$ cat src/design/ofmt_pkg.sv
// Package for the octal field formatter.
// Holds the stream widths, character codes, length modes and the
// controller/datapath command and status types. No dependencies.
package ofmt_pkg;

    localparam int IN_W     = 88;
    localparam int OUT_W    = 16;
    localparam int LEN_W    = 7;
    localparam int FIELD_W  = 7;
    localparam int NDIG_W   = 5;
    localparam int NDIG_MAX = 22;
    localparam int DIG_W    = 3 * NDIG_MAX;

    localparam logic [2:0] MODE_8     = 3'd0;
    localparam logic [2:0] MODE_16    = 3'd1;
    localparam logic [2:0] MODE_32    = 3'd2;
    localparam logic [2:0] MODE_LONG  = 3'd3;
    localparam logic [2:0] MODE_LLONG = 3'd4;

    localparam logic [6:0] CHAR_ZERO  = 7'h30;
    localparam logic [6:0] CHAR_SPACE = 7'h20;

    typedef enum logic [1:0] {
        PH_LEAD,
        PH_ZERO,
        PH_DIGIT,
        PH_TRAIL
    } phase_t;

    typedef struct packed {
        logic   load;
        logic   scan_step;
        logic   prep;
        logic   emit;
        phase_t phase;
    } cmd_t;

    typedef struct packed {
        logic scan_done;
        logic cur_zero;
        logic last;
        logic out_free;
    } status_t;

endpackage

$ cat src/design/octal_field_formatter.sv
// Octal field formatter, top level: joins the controller and the datapath.
// Depends on ofmt_pkg, ofmt_ctrl and ofmt_datapath.
//
// One request is taken at a time and turned into its printf-style octal text,
// one ASCII character per output transfer. After a request is accepted the
// block shifts off the leading zero octal digits of the truncated value to
// find the digit count, sizes the padding, zero and digit segments, then
// sends the characters segment by segment, passing over empty segments;
// a stalled output holds back the next character. The next request is
// accepted in the cycle after the last character is loaded into the output
// register, so the output register lets it in while that character waits.
// A request that yields no character produces no output transfer.
module octal_field_formatter #(
    parameter int MAX_FIELD = 64
) (
    input  logic                       clk,
    input  logic                       rst_n,
    input  logic                       s_tvalid,
    output logic                       s_tready,
    // value[63:0], length_mode[66:64], field_width[73:67], precision[80:74],
    // precision_given[81], flag_zero[82], flag_alternate[83], flag_left[84]
    input  logic [ofmt_pkg::IN_W-1:0]  s_tdata,
    output logic                       m_tvalid,
    input  logic                       m_tready,
    // char_code[6:0], total_length[13:7]
    output logic [ofmt_pkg::OUT_W-1:0] m_tdata,
    output logic                       m_tlast
);
    import ofmt_pkg::*;

    cmd_t    cmd;
    status_t status;

    ofmt_ctrl u_ctrl (
        .clk      (clk),
        .rst_n    (rst_n),
        .s_tvalid (s_tvalid),
        .s_tready (s_tready),
        .status   (status),
        .cmd      (cmd)
    );

    ofmt_datapath #(
        .MAX_FIELD (MAX_FIELD)
    ) u_datapath (
        .clk      (clk),
        .rst_n    (rst_n),
        .s_tdata  (s_tdata),
        .cmd      (cmd),
        .status   (status),
        .m_tready (m_tready),
        .m_tvalid (m_tvalid),
        .m_tdata  (m_tdata),
        .m_tlast  (m_tlast)
    );

endmodule

$ cat src/design/ofmt_datapath.sv
// Datapath of the octal field formatter: request registers, digit scan,
// segment counts and the output register.
// Depends on ofmt_pkg.
module ofmt_datapath #(
    parameter int MAX_FIELD = 64
) (
    input  logic                       clk,
    input  logic                       rst_n,
    input  logic [ofmt_pkg::IN_W-1:0]  s_tdata,
    input  ofmt_pkg::cmd_t             cmd,
    output ofmt_pkg::status_t          status,
    input  logic                       m_tready,
    output logic                       m_tvalid,
    output logic [ofmt_pkg::OUT_W-1:0] m_tdata,
    output logic                       m_tlast
);
    import ofmt_pkg::*;

    localparam logic [7:0] MAX_F = 8'(MAX_FIELD);

    logic [63:0]        in_value;
    logic [2:0]         in_mode;
    logic [FIELD_W-1:0] in_width;
    logic [FIELD_W-1:0] in_prec;
    logic               in_pgiven;
    logic [63:0]        trunc_value;
    logic [FIELD_W-1:0] sat_width;
    logic [FIELD_W-1:0] sat_prec;

    logic [DIG_W-1:0]   digits_reg;
    logic [NDIG_W-1:0]  ndig_reg;
    logic [FIELD_W-1:0] width_reg;
    logic [FIELD_W-1:0] prec_reg;
    logic               pgiven_reg;
    logic               fzero_reg;
    logic               falt_reg;
    logic               fleft_reg;
    logic               nz_reg;
    logic [FIELD_W-1:0] lead_reg;
    logic [FIELD_W-1:0] zcnt_reg;
    logic [FIELD_W-1:0] trail_reg;
    logic [LEN_W-1:0]   total_reg;

    logic               out_valid_reg;
    logic [6:0]         out_char_reg;
    logic               out_last_reg;
    logic [LEN_W-1:0]   out_len_reg;

    logic [7:0]         w8;
    logic [7:0]         n8;
    logic [7:0]         p8;
    logic [7:0]         zf_pad;
    logic [7:0]         nm_zeros;
    logic [7:0]         nm_body;
    logic [7:0]         nm_pad;
    logic               empty_path;
    logic [FIELD_W-1:0] lead_next;
    logic [FIELD_W-1:0] zcnt_next;
    logic [FIELD_W-1:0] trail_next;
    logic [NDIG_W-1:0]  ndig_next;
    logic [6:0]         emit_char;
    logic [LEN_W-1:0]   total_next;

    assign in_value  = s_tdata[63:0];
    assign in_mode   = s_tdata[66:64];
    assign in_width  = s_tdata[73:67];
    assign in_prec   = s_tdata[80:74];
    assign in_pgiven = s_tdata[81];

    always_comb
    begin
        case (in_mode)
            MODE_8:  trunc_value = {56'd0, in_value[7:0]};
            MODE_16: trunc_value = {48'd0, in_value[15:0]};
            MODE_32: trunc_value = {32'd0, in_value[31:0]};
            default: trunc_value = in_value;
        endcase
        sat_width = ({1'b0, in_width} > MAX_F) ? MAX_F[FIELD_W-1:0] : in_width;
        if (!in_pgiven)
            sat_prec = '0;
        else
            sat_prec = ({1'b0, in_prec} > MAX_F) ? MAX_F[FIELD_W-1:0] : in_prec;
    end

    // segment sizes for the three paths
    always_comb
    begin
        w8 = {1'b0, width_reg};
        n8 = {3'b0, ndig_reg};
        p8 = {1'b0, prec_reg};
        zf_pad   = (w8 > n8) ? (w8 - n8) : 8'd0;
        nm_zeros = (p8 > n8) ? (p8 - n8) : 8'd0;
        if (nz_reg && falt_reg && (nm_zeros == 8'd0))
            nm_zeros = 8'd1;
        nm_body = nm_zeros + n8;
        nm_pad  = (w8 > nm_body) ? (w8 - nm_body) : 8'd0;
        empty_path = pgiven_reg && (prec_reg == '0) && !nz_reg;
        ndig_next  = ndig_reg;
        if (fzero_reg)
        begin
            lead_next  = '0;
            zcnt_next  = zf_pad[FIELD_W-1:0]
                       + FIELD_W'(nz_reg && falt_reg && (zf_pad == 8'd0));
            trail_next = '0;
        end
        else if (empty_path)
        begin
            lead_next  = width_reg;
            zcnt_next  = '0;
            trail_next = '0;
            ndig_next  = '0;
        end
        else
        begin
            lead_next  = fleft_reg ? '0 : nm_pad[FIELD_W-1:0];
            zcnt_next  = nm_zeros[FIELD_W-1:0];
            trail_next = fleft_reg ? nm_pad[FIELD_W-1:0] : '0;
        end
    end

    always_comb
    begin
        status.scan_done = (digits_reg[DIG_W-1 -: 3] != 3'd0) || (ndig_reg == NDIG_W'(1));
        status.out_free  = !out_valid_reg || m_tready;
        case (cmd.phase)
            PH_LEAD:
            begin
                status.cur_zero = (lead_reg == '0);
                status.last = (lead_reg == FIELD_W'(1)) && (zcnt_reg == '0)
                            && (ndig_reg == '0) && (trail_reg == '0);
                emit_char = CHAR_SPACE;
            end
            PH_ZERO:
            begin
                status.cur_zero = (zcnt_reg == '0);
                status.last = (zcnt_reg == FIELD_W'(1)) && (ndig_reg == '0)
                            && (trail_reg == '0);
                emit_char = CHAR_ZERO;
            end
            PH_DIGIT:
            begin
                status.cur_zero = (ndig_reg == '0);
                status.last = (ndig_reg == NDIG_W'(1)) && (trail_reg == '0);
                emit_char = CHAR_ZERO + {4'd0, digits_reg[DIG_W-1 -: 3]};
            end
            default:
            begin
                status.cur_zero = (trail_reg == '0);
                status.last = (trail_reg == FIELD_W'(1));
                emit_char = CHAR_SPACE;
            end
        endcase
        total_next = total_reg + LEN_W'(1);
    end

    always_ff @(posedge clk)
    begin
        if (cmd.load)
        begin
            digits_reg <= {2'b00, trunc_value};
            ndig_reg   <= NDIG_W'(NDIG_MAX);
            width_reg  <= sat_width;
            prec_reg   <= sat_prec;
            pgiven_reg <= in_pgiven;
            fzero_reg  <= s_tdata[82];
            falt_reg   <= s_tdata[83];
            fleft_reg  <= s_tdata[84];
            nz_reg     <= (trunc_value != 64'd0);
            total_reg  <= '0;
        end
        else if (cmd.scan_step)
        begin
            digits_reg <= {digits_reg[DIG_W-4:0], 3'b000};
            ndig_reg   <= ndig_reg - NDIG_W'(1);
        end
        else if (cmd.prep)
        begin
            lead_reg  <= lead_next;
            zcnt_reg  <= zcnt_next;
            trail_reg <= trail_next;
            ndig_reg  <= ndig_next;
        end
        else if (cmd.emit)
        begin
            total_reg <= total_next;
            case (cmd.phase)
                PH_LEAD:  lead_reg <= lead_reg - FIELD_W'(1);
                PH_ZERO:  zcnt_reg <= zcnt_reg - FIELD_W'(1);
                PH_DIGIT:
                begin
                    digits_reg <= {digits_reg[DIG_W-4:0], 3'b000};
                    ndig_reg   <= ndig_reg - NDIG_W'(1);
                end
                default:  trail_reg <= trail_reg - FIELD_W'(1);
            endcase
        end
    end

    always_ff @(posedge clk)
    begin
        if (cmd.emit)
        begin
            out_char_reg <= emit_char;
            out_last_reg <= status.last;
            out_len_reg  <= status.last ? total_next : '0;
        end
    end

    always_ff @(posedge clk or negedge rst_n)
    begin
        if (!rst_n)
            out_valid_reg <= 1'b0;
        else if (cmd.emit)
            out_valid_reg <= 1'b1;
        else if (m_tready)
            out_valid_reg <= 1'b0;
    end

    assign m_tvalid = out_valid_reg;
    assign m_tdata  = {2'b00, out_len_reg, out_char_reg};
    assign m_tlast  = out_last_reg;

endmodule

$ cat src/design/ofmt_ctrl.sv
// Controller of the octal field formatter: sequences accept, digit scan,
// segment setup and the four character segments.
// Depends on ofmt_pkg.
module ofmt_ctrl (
    input  logic              clk,
    input  logic              rst_n,
    input  logic              s_tvalid,
    output logic              s_tready,
    input  ofmt_pkg::status_t status,
    output ofmt_pkg::cmd_t    cmd
);
    import ofmt_pkg::*;

    typedef enum logic [2:0] {
        S_IDLE,
        S_SCAN,
        S_PREP,
        S_LEAD,
        S_ZERO,
        S_DIGIT,
        S_TRAIL
    } state_t;

    state_t state_reg;
    state_t state_next;
    logic   s_tready_reg;
    logic   in_emit;

    always_comb
    begin
        case (state_reg)
            S_LEAD:  cmd.phase = PH_LEAD;
            S_ZERO:  cmd.phase = PH_ZERO;
            S_DIGIT: cmd.phase = PH_DIGIT;
            default: cmd.phase = PH_TRAIL;
        endcase
        in_emit = (state_reg == S_LEAD) || (state_reg == S_ZERO)
               || (state_reg == S_DIGIT) || (state_reg == S_TRAIL);
        cmd.load      = s_tvalid && s_tready_reg;
        cmd.scan_step = (state_reg == S_SCAN) && !status.scan_done;
        cmd.prep      = (state_reg == S_PREP);
        cmd.emit      = in_emit && !status.cur_zero && status.out_free;

        state_next = state_reg;
        case (state_reg)
            S_IDLE:  if (cmd.load) state_next = S_SCAN;
            S_SCAN:  if (status.scan_done) state_next = S_PREP;
            S_PREP:  state_next = S_LEAD;
            S_LEAD,
            S_ZERO,
            S_DIGIT,
            S_TRAIL:
            begin
                if (cmd.emit && status.last)
                    state_next = S_IDLE;
                else if (status.cur_zero)
                begin
                    case (state_reg)
                        S_LEAD:  state_next = S_ZERO;
                        S_ZERO:  state_next = S_DIGIT;
                        S_DIGIT: state_next = S_TRAIL;
                        default: state_next = S_IDLE;
                    endcase
                end
            end
            default: state_next = S_IDLE;
        endcase
    end

    always_ff @(posedge clk or negedge rst_n)
    begin
        if (!rst_n)
        begin
            state_reg    <= S_IDLE;
            s_tready_reg <= 1'b0;
        end
        else
        begin
            state_reg    <= state_next;
            s_tready_reg <= (state_next == S_IDLE);
        end
    end

    assign s_tready = s_tready_reg;

endmodule

$ cat config.mk
export PLATFORM = sky130hd
export DESIGN_NAME = octal_field_formatter
export DESIGN_NICKNAME = d
export VERILOG_FILES = /design/src/design/ofmt_pkg.sv /design/src/design/octal_field_formatter.sv /design/src/design/ofmt_datapath.sv /design/src/design/ofmt_ctrl.sv
export SDC_FILE = /design/constraint.sdc
export NUM_CORES = 1
export LEC_CHECK = 0
export BUFFER_PORTS_ARGS = -buffer_cell sky130_fd_sc_hd__buf_2
export CAP_MARGIN = 10
export CORE_MARGIN = 8
export CORE_UTILIZATION = 54
export CTS_BUF_LIST = sky130_fd_sc_hd__clkbuf_8
export DETAILED_ROUTE_END_ITERATION = 12
export GPL_TIMING_DRIVEN = 0
export PLACE_DENSITY = 0.84
export SLEW_MARGIN = 5
export SYNTH_ARGS = -nofsm -noshare
export SYNTH_HDL_FRONTEND = slang
export SYNTH_SLANG_ARGS = --single-unit
$ cat constraint.sdc
create_clock -name clk -period 4.3 [get_ports clk]
set_clock_uncertainty 0.15 [all_clocks]
set_input_delay 0.86 -clock clk [delete_from_list [all_inputs] [get_ports clk]]
set_output_delay 0.86 -clock clk [all_outputs]
set_load 0.03 [all_outputs]
Yosys cells after proc, flatten, opt, wreduce, memory -nomap -nowiden
Cells that the tools add are included.
{ "classes": {"add_sub_neg": 11, "n_lt_le_gt_ge": 5, "n_eq_ne": 19, "n_mux": 45, "bitwise": 4, "reduce_logical": 58} }
{ "op_table": {"columns": ["op", "n"], "rows": [
  ["two-way mux 66 bit", 4],
  ["one-hot mux 64 bit (3 select lines)", 1],
  ["two-way mux 7 bit", 19],
  ["two-way mux 64 bit", 1],
  ["nonzero test 64 bit", 1],
  ["two-way mux 5 bit", 6],
  ["logical NOT 7 bit", 4],
  ["two-way mux 8 bit", 3],
  ["== test 7 x 1 -> 1 bit (second input constant)", 3],
  ["subtractor 7 x 1 -> 7 bit (second input constant)", 3],
  ["logical AND 1 bit", 16],
  ["logical NOT 8 bit", 2],
  ["AND reduction 4 bit", 4],
  ["subtractor 7 x 5 -> 8 bit", 2],
  ["nonzero test 3 bit", 5],
  ["> comparator 7 x 5 -> 1 bit", 2],
  ["> comparator 7 bit (second input constant)", 2],
  ["one-hot mux 7 bit (2 select lines)", 1],
  ["two-way mux 3 bit", 4],
  ["one-hot mux 2 bit (3 select lines)", 2],
  ["one-hot mux 3 bit (4 select lines)", 1],
  ["nonzero test 2 bit", 6],
  ["== test 3 x 2 -> 1 bit (second input constant)", 3],
  ["== test 3 bit (second input constant)", 3],
  ["26 further kinds", 44]
]} }
{ "totals": {"reg_bits": 138, "inputBits": 92, "out_inout_bits": 19, "word_cells": 163} }

Logic depth before layout (Yosys ltp)
{ "depth": {"ltp_word": 12, "ltp_mapped": 22, "depth_no_buf": 22} }

Modules after synthesis
From an unflattened synthesis, not the netlist that was laid out.
{ "hier_totals": {"hier_cells": 797, "area_unflattened_um2": 8054.0} }
{ "modules_own_cells": {"columns": ["module", "instances", "cells_each", "area_each_um2", "seq_area_each_um2"], "rows": [
  ["ofmt_datapath", 1, 762, 7748.7, 3788.6],
  ["ofmt_ctrl", 1, 35, 305.3, 100.1]
]} }

Least setup slack after synthesis
No wires, ideal clock.
{ "synth_timing": {"path_kind": "register to register", "start": "register u_datapath.ndig_reg[2]", "end": "register u_datapath.lead_reg[4], data pin", "setup_time_ns": 0.163, "t_arrival_ns": 4.309, "required_ns": 3.987, "setup_slack_ns": -0.322, "stages_incl_launch_ff": 22, "path_buffers": 0, "period_less_slack_ns": 4.622, "cell_sequence": "dfxtp_1 > inv_1 > ha_1 > o21ai_0 > a2111oi_0 > a311o_1 > nor4b_1 > a211o_1 > ha_1 > inv_1 > fa_1 > nor2b_1 > o21ai_0 > a21oi_1 > o21ai_0 > xnor2_1 > ha_1 > nand4_1 > o21ai_1 > a211oi_1 > nand4b_1 > o221ai_1"} }
{ "synth_via": {"elab_chain_cells": 12, "elab_cells_between_ends": 14, "cone_classes": "add/sub (3); order compare (2); mux (7); reduce/logical (2)"} }
{ "synth_lines": {"columns": ["element", "line", "source"], "rows": [
  ["from (decl)", "ofmt_datapath.sv:31", "logic [NDIG_W-1:0] ndig_reg;"],
  ["from (signal assigned)", "ofmt_datapath.sv:161", "ndig_reg <= NDIG_W'(NDIG_MAX);"],
  ["from (signal assigned)", "ofmt_datapath.sv:174", "ndig_reg <= ndig_reg - NDIG_W'(1);"],
  ["from (signal assigned)", "ofmt_datapath.sv:181", "ndig_reg <= ndig_next;"],
  ["subtractor 7 x 5 -> 8 bit / > comparator 7 x 5 -> 1 bit (equally long branches)", "ofmt_datapath.sv:92", "nm_zeros = (p8 > n8) ? (p8 - n8) : 8'd0;"],
  ["two-way mux 8 bit", "ofmt_datapath.sv:92", null],
  ["logical NOT 8 bit", "ofmt_datapath.sv:93", "if (nz_reg && falt_reg && (nm_zeros == 8'd0))"],
  ["logical AND 1 bit", "ofmt_datapath.sv:93", null],
  ["two-way mux 8 bit", "ofmt_datapath.sv:93", null],
  ["adder 8 x 5 -> 8 bit *", "ofmt_datapath.sv:95", "nm_body = nm_zeros + n8;"],
  ["subtractor 7 bit / > comparator 7 x 8 -> 1 bit (equally long branches)", "ofmt_datapath.sv:96", "nm_pad = (w8 > nm_body) ? (w8 - nm_body) : 8'd0;"],
  ["two-way mux 7 bit *", "ofmt_datapath.sv:96", null],
  ["two-way mux 7 bit *", "ofmt_datapath.sv:115", "lead_next = fleft_reg ? '0 : nm_pad[FIELD_W-1:0];"],
  ["two-way mux 7 bit *", "ofmt_datapath.sv:106", "else if (empty_path)"],
  ["two-way mux 7 bit *", "ofmt_datapath.sv:99", "if (fzero_reg)"],
  ["two-way mux 7 bit *", "ofmt_datapath.sv:176", "else if (cmd.prep)"],
  ["to (signal assigned)", "ofmt_datapath.sv:178", "lead_reg <= lead_next;"],
  ["to (signal assigned)", "ofmt_datapath.sv:187", "PH_LEAD: lead_reg <= lead_reg - FIELD_W'(1);"],
  ["to (decl)", "ofmt_datapath.sv:39", "logic [FIELD_W-1:0] lead_reg;"]
]} }
Mark *: on every way between the ends. The rest lies on a longest branch, timed or not.
A chain may end at the register's enable or synchronous reset.

Worst setup path after layout
{ "layout_timing": {"start": "register u_datapath.ndig_reg[4]", "end": "register u_datapath.trail_reg[4], data pin"} }
{ "layout_via": {"elab_chain_cells": 12, "elab_cells_between_ends": 14, "cone_classes": "add/sub (3); order compare (2); mux (7); reduce/logical (2)"} }
{ "layout_lines": {"columns": ["element", "line", "source"], "rows": [
  ["subtractor 7 x 5 -> 8 bit / > comparator 7 x 5 -> 1 bit (equally long branches)", "ofmt_datapath.sv:92", null],
  ["two-way mux 8 bit", "ofmt_datapath.sv:92", null],
  ["logical NOT 8 bit", "ofmt_datapath.sv:93", null],
  ["logical AND 1 bit", "ofmt_datapath.sv:93", null],
  ["two-way mux 8 bit", "ofmt_datapath.sv:93", null],
  ["adder 8 x 5 -> 8 bit *", "ofmt_datapath.sv:95", null],
  ["subtractor 7 bit / > comparator 7 x 8 -> 1 bit (equally long branches)", "ofmt_datapath.sv:96", null],
  ["two-way mux 7 bit *", "ofmt_datapath.sv:96", null],
  ["two-way mux 7 bit *", "ofmt_datapath.sv:117", "trail_next = fleft_reg ? nm_pad[FIELD_W-1:0] : '0;"],
  ["two-way mux 7 bit *", "ofmt_datapath.sv:106", null],
  ["two-way mux 7 bit *", "ofmt_datapath.sv:99", null],
  ["two-way mux 7 bit *", "ofmt_datapath.sv:176", null],
  ["to (signal assigned)", "ofmt_datapath.sv:180", "trail_reg <= trail_next;"],
  ["to (signal assigned)", "ofmt_datapath.sv:194", "default: trail_reg <= trail_reg - FIELD_W'(1);"],
  ["to (decl)", "ofmt_datapath.sv:41", "logic [FIELD_W-1:0] trail_reg;"]
]} }
Marks and branches as above.

==> metrics.md <==
| Metric | Value |
|---|---|
| Status | `complete, but fails checks` |
| Failing checks | `setup timing` |
| Capturing point of the worst reg2reg path | `u_datapath.trail_reg[4]` |
| Detailed-route via count | `6789` |
| Port Buffers | `roughly 100` |
| CTS Buf Count | `17` |
| Crit-path max cell delay | `0.46 ns` |
| Top_reg_cell synth | `edfxtp_1` |
| Drt drc | `0` |
| Initial Util | `54.93%` |
| Yosys warnings | `0` |
| P_leak | `3.790 nW` |
| Number of synthesized flops with an enable pin | `about 120` |
| Global route total overflow | `0` |
| Clk root buf | `clkbuf_8` |
| Area grow syn2layout | `21.28%` |
| Clock-pin slew on the worst setup and hold paths | `0.09 ns` |
| Req. time, crit path | `between 4 and 5 ns` |
| CORE AREA | `14480 sq um` |
| Fraction of layout cells with a size suffix above 1 | `25.65%` |
| Final Wtd Congestion | `slightly above 0.9` |
| Worst R2R Setup Slack | `-0.62 ns` |
| Worst R2R Start | `u_datapath.ndig_reg[4]` |
| Synthesized cell area | `7954 sq um` |
| CTS sink cnt | `135` |
| Largest net degree at the start of global routing | `65` |
| Crit path cell chain | `inv_2 > ha_4 > or3b_2 > o211ai_1 > a311o_1 > nor4b_4 > a211o_1 > ha_4 > inv_2 > fa_2 > nor2b_2 > o21ai_2 > a21oi_2 > o21ai_1 > xnor2_1 > ha_1 > nand4_1 > o21ai_2 > a211oi_2 > nand4_1 > buf_6 > o21ai_2` |
| Post-DP HPWL | `14330 um` |
| Crit-path leading delay family | `compound AO/OA/AOI/OAI gates` |
| Latest clock arrival within the worst-skew pair | `0.47 ns` |
| VDD IR max | `0.4607 mV` |
| Setup violators final | `14` |
| Max reg flops | `66` |
| Min Hold Slack | `0.04660 ns` |
| PnR worst setup slack | `-0.6191 ns` |
| Cell count after synthesis | `776` |
| Count leader, synth | `edfxtp_1` |
| ANT nets after route | `0` |
| Drt total wl | `21420 um` |
| Synth Area per Inst | `between 10 and 15 sq um` |
| CTS tree | `yes` |
| Worst-Margin Slew | `~0.94 ns` |
| Yosys top cell by area | `edfxtp_1` |
| H-Tree Level Count | `4` |
| Core Util, Final | `about two thirds` |
| Tmin final | `4.919 ns` |
| Mean routed wirelength per cell | `19.27 um` |
| Die span in y | `137.4 um` |
| Number of global-route vias before repair | `6556` |
| FF-to-FF path depth | `22` |
| Max FO, Critical Path | `7` |
| Total track usage | `21.47%` |
| Max_cap viols | `0` |
| First-pass GRT wire length | `31730 um` |
| Max Slew Vio Count | `0` |
| Final setup TNS | `-7.766 ns` |
| DR vias/cell | `6.105` |
| Synth top area share | `43.79%` |
| CTS max path bufs | `2` |
| Diodes inserted | `0` |
| Worst setup EP type | `flop` |
| Most common library cells after synthesis | `edfxtp_1, nand2_1, o21ai_0` |
| Number of synthesized register bits | `approximately 140` |
| Die W | `137.4 um` |
| Initial antenna violation count | `0` |
| CP bufs+invs | `3` |
| Startpoint Class | `flop` |
| Crit-path slowest cell | `or3b_2` |
| Row cnt | `44` |
| I/O pins | `111` |
| Netlist cell types | `76` |
| Hold Crit Class | `in2async` |
| Critical Path AT | `between 5 and 6 ns` |
| Final period util | `114.4%` |
| Most used cell along the critical path | `o21ai_2` |
| Sequential fraction of the synthesis area | `48.89%` |
| Max Fclk | `approximately 200 MHz` |
| Die Area | `18870 sq um` |
| Pwr/cell area | `835.5 nW/um^2` |
| Crit Path Class | `reg2reg` |
| Iter 0 DRT Violations | `571` |
| Largest cells by area after synthesis | `edfxtp_1, ha_1, nand2_1, dfxtp_1, o21ai_0` |
| FFs w/ async S/R, synth | `3.704%` |
| Final Hold Viols | `0` |
| RSZ-0062 raised after global routing | `yes` |
| Worst slew margin | `36.57%` |
| TritonRoute pass-1 iters | `5` |
| Fin nets | `around 1.0k` |
==> how the worst max path moves through the flow <==
stage | from | end | slack (ns) | cells after the start
after global routing | u_datapath.ndig_reg[1] | u_datapath.trail_reg[4] | -0.73 | 22
final | u_datapath.ndig_reg[4] | u_datapath.trail_reg[4] | -0.62 | 22
after floorplan | u_datapath.ndig_reg[1] | u_datapath.lead_reg[4] | 0.01 | 21
after detailed placement | u_datapath.ndig_reg[3] | u_datapath.trail_reg[1] | -0.71 | 21
after CTS | u_datapath.prec_reg[0] | u_datapath.lead_reg[4] | -0.23 | 24
after global placement | u_ctrl.state_reg[2] | u_datapath.digits_reg[42] | -0.72 | 10
==> repair_timing <==
item                                    CTS  global route
gates cloned                              0             0
pin swaps                                18            10
hold buffers                              0             0
setup buffers                            11             5
gates resized for setup                  39            26
endpoints found under the setup margin   14            35
==> cell usage in the layout (no fill, tap or decap), types with 16 or more instances in the layout <==
| cell | instances |
|---|---|
| nor4_1 | 16 |
| o21ai_0 | 44 |
| nand2_1 | 110 |
| clkbuf_1 | 20 |
| clkbuf_8 | 17 |
| buf_2 | 104 |
| inv_1 | 27 |
| ha_1 | 29 |
| buf_4 | 18 |
| xor2_1 | 23 |
| a22o_1 | 24 |
| nor2_1 | 45 |
| edfxtp_1 | 116 |
| a21oi_1 | 21 |
==> layer usage <==
layer  wire length, um  global-route usage [%]
met5                 0                       0
met1              8427                   26.68
met2             10450                   35.13
met3              1716                   4.814
met4               823                   9.656
==> cell type report <==
cell class,count,area [sq um]
Multi-Input combinational cell,577,4161
Sequential cell,135,3902
Clock inverter,15,191.4
Inverter,31,116.4
Buffer,35,168.9
Clock buffer,17,234.0
Timing Repair Buffer,118,641.9
Fill cell,1031,4832
Tap cell,184,230.2
==> where the power goes <==
part / leakage, nW / internal [mW] / total, mW / switching [mW]
logic: 2.29 / 1.83 / 4.44 / 2.61
registers: 1.28 / 2.16 / 2.47 / 0.305
clock network: 0.221 / 0.588 / 1.15 / 0.559
total: 3.79 / 4.59 / 8.06 / 3.47
==> cells by family after synthesis <==
kind of cell / share of synthesized area, %
multiplexers: 0.8967
AND/OR/NAND/NOR: 20.39
AO/OA/AOI/OAI: 14.58
flip-flops: 48.89
adder cells (fa/ha/maj): 6.796
other: 0.09442
buffers and inverters: 3.618
XOR/XNOR: 4.735
==> per-stage QoR <==
| stage | total power [mW] | cell area, sq um | cells | setup WS (ns) |
|---|---|---|---|---|
| after floorplan | 4.952 | 8044 | 779 | 0.01430 |
| after global placement | 5.694 | 8785 | 1065 | -0.7197 |
| after detailed placement | 5.787 | 8793 | 1065 | -0.7080 |
| after CTS | 7.382 | 9470 | 1108 | -0.2265 |
| after global routing | 8.448 | 9647 | 1112 | -0.7280 |
| final | 8.060 | 9647 | 1112 | -0.6191 |
Note: power is estimated with default switching activity, not from simulation.
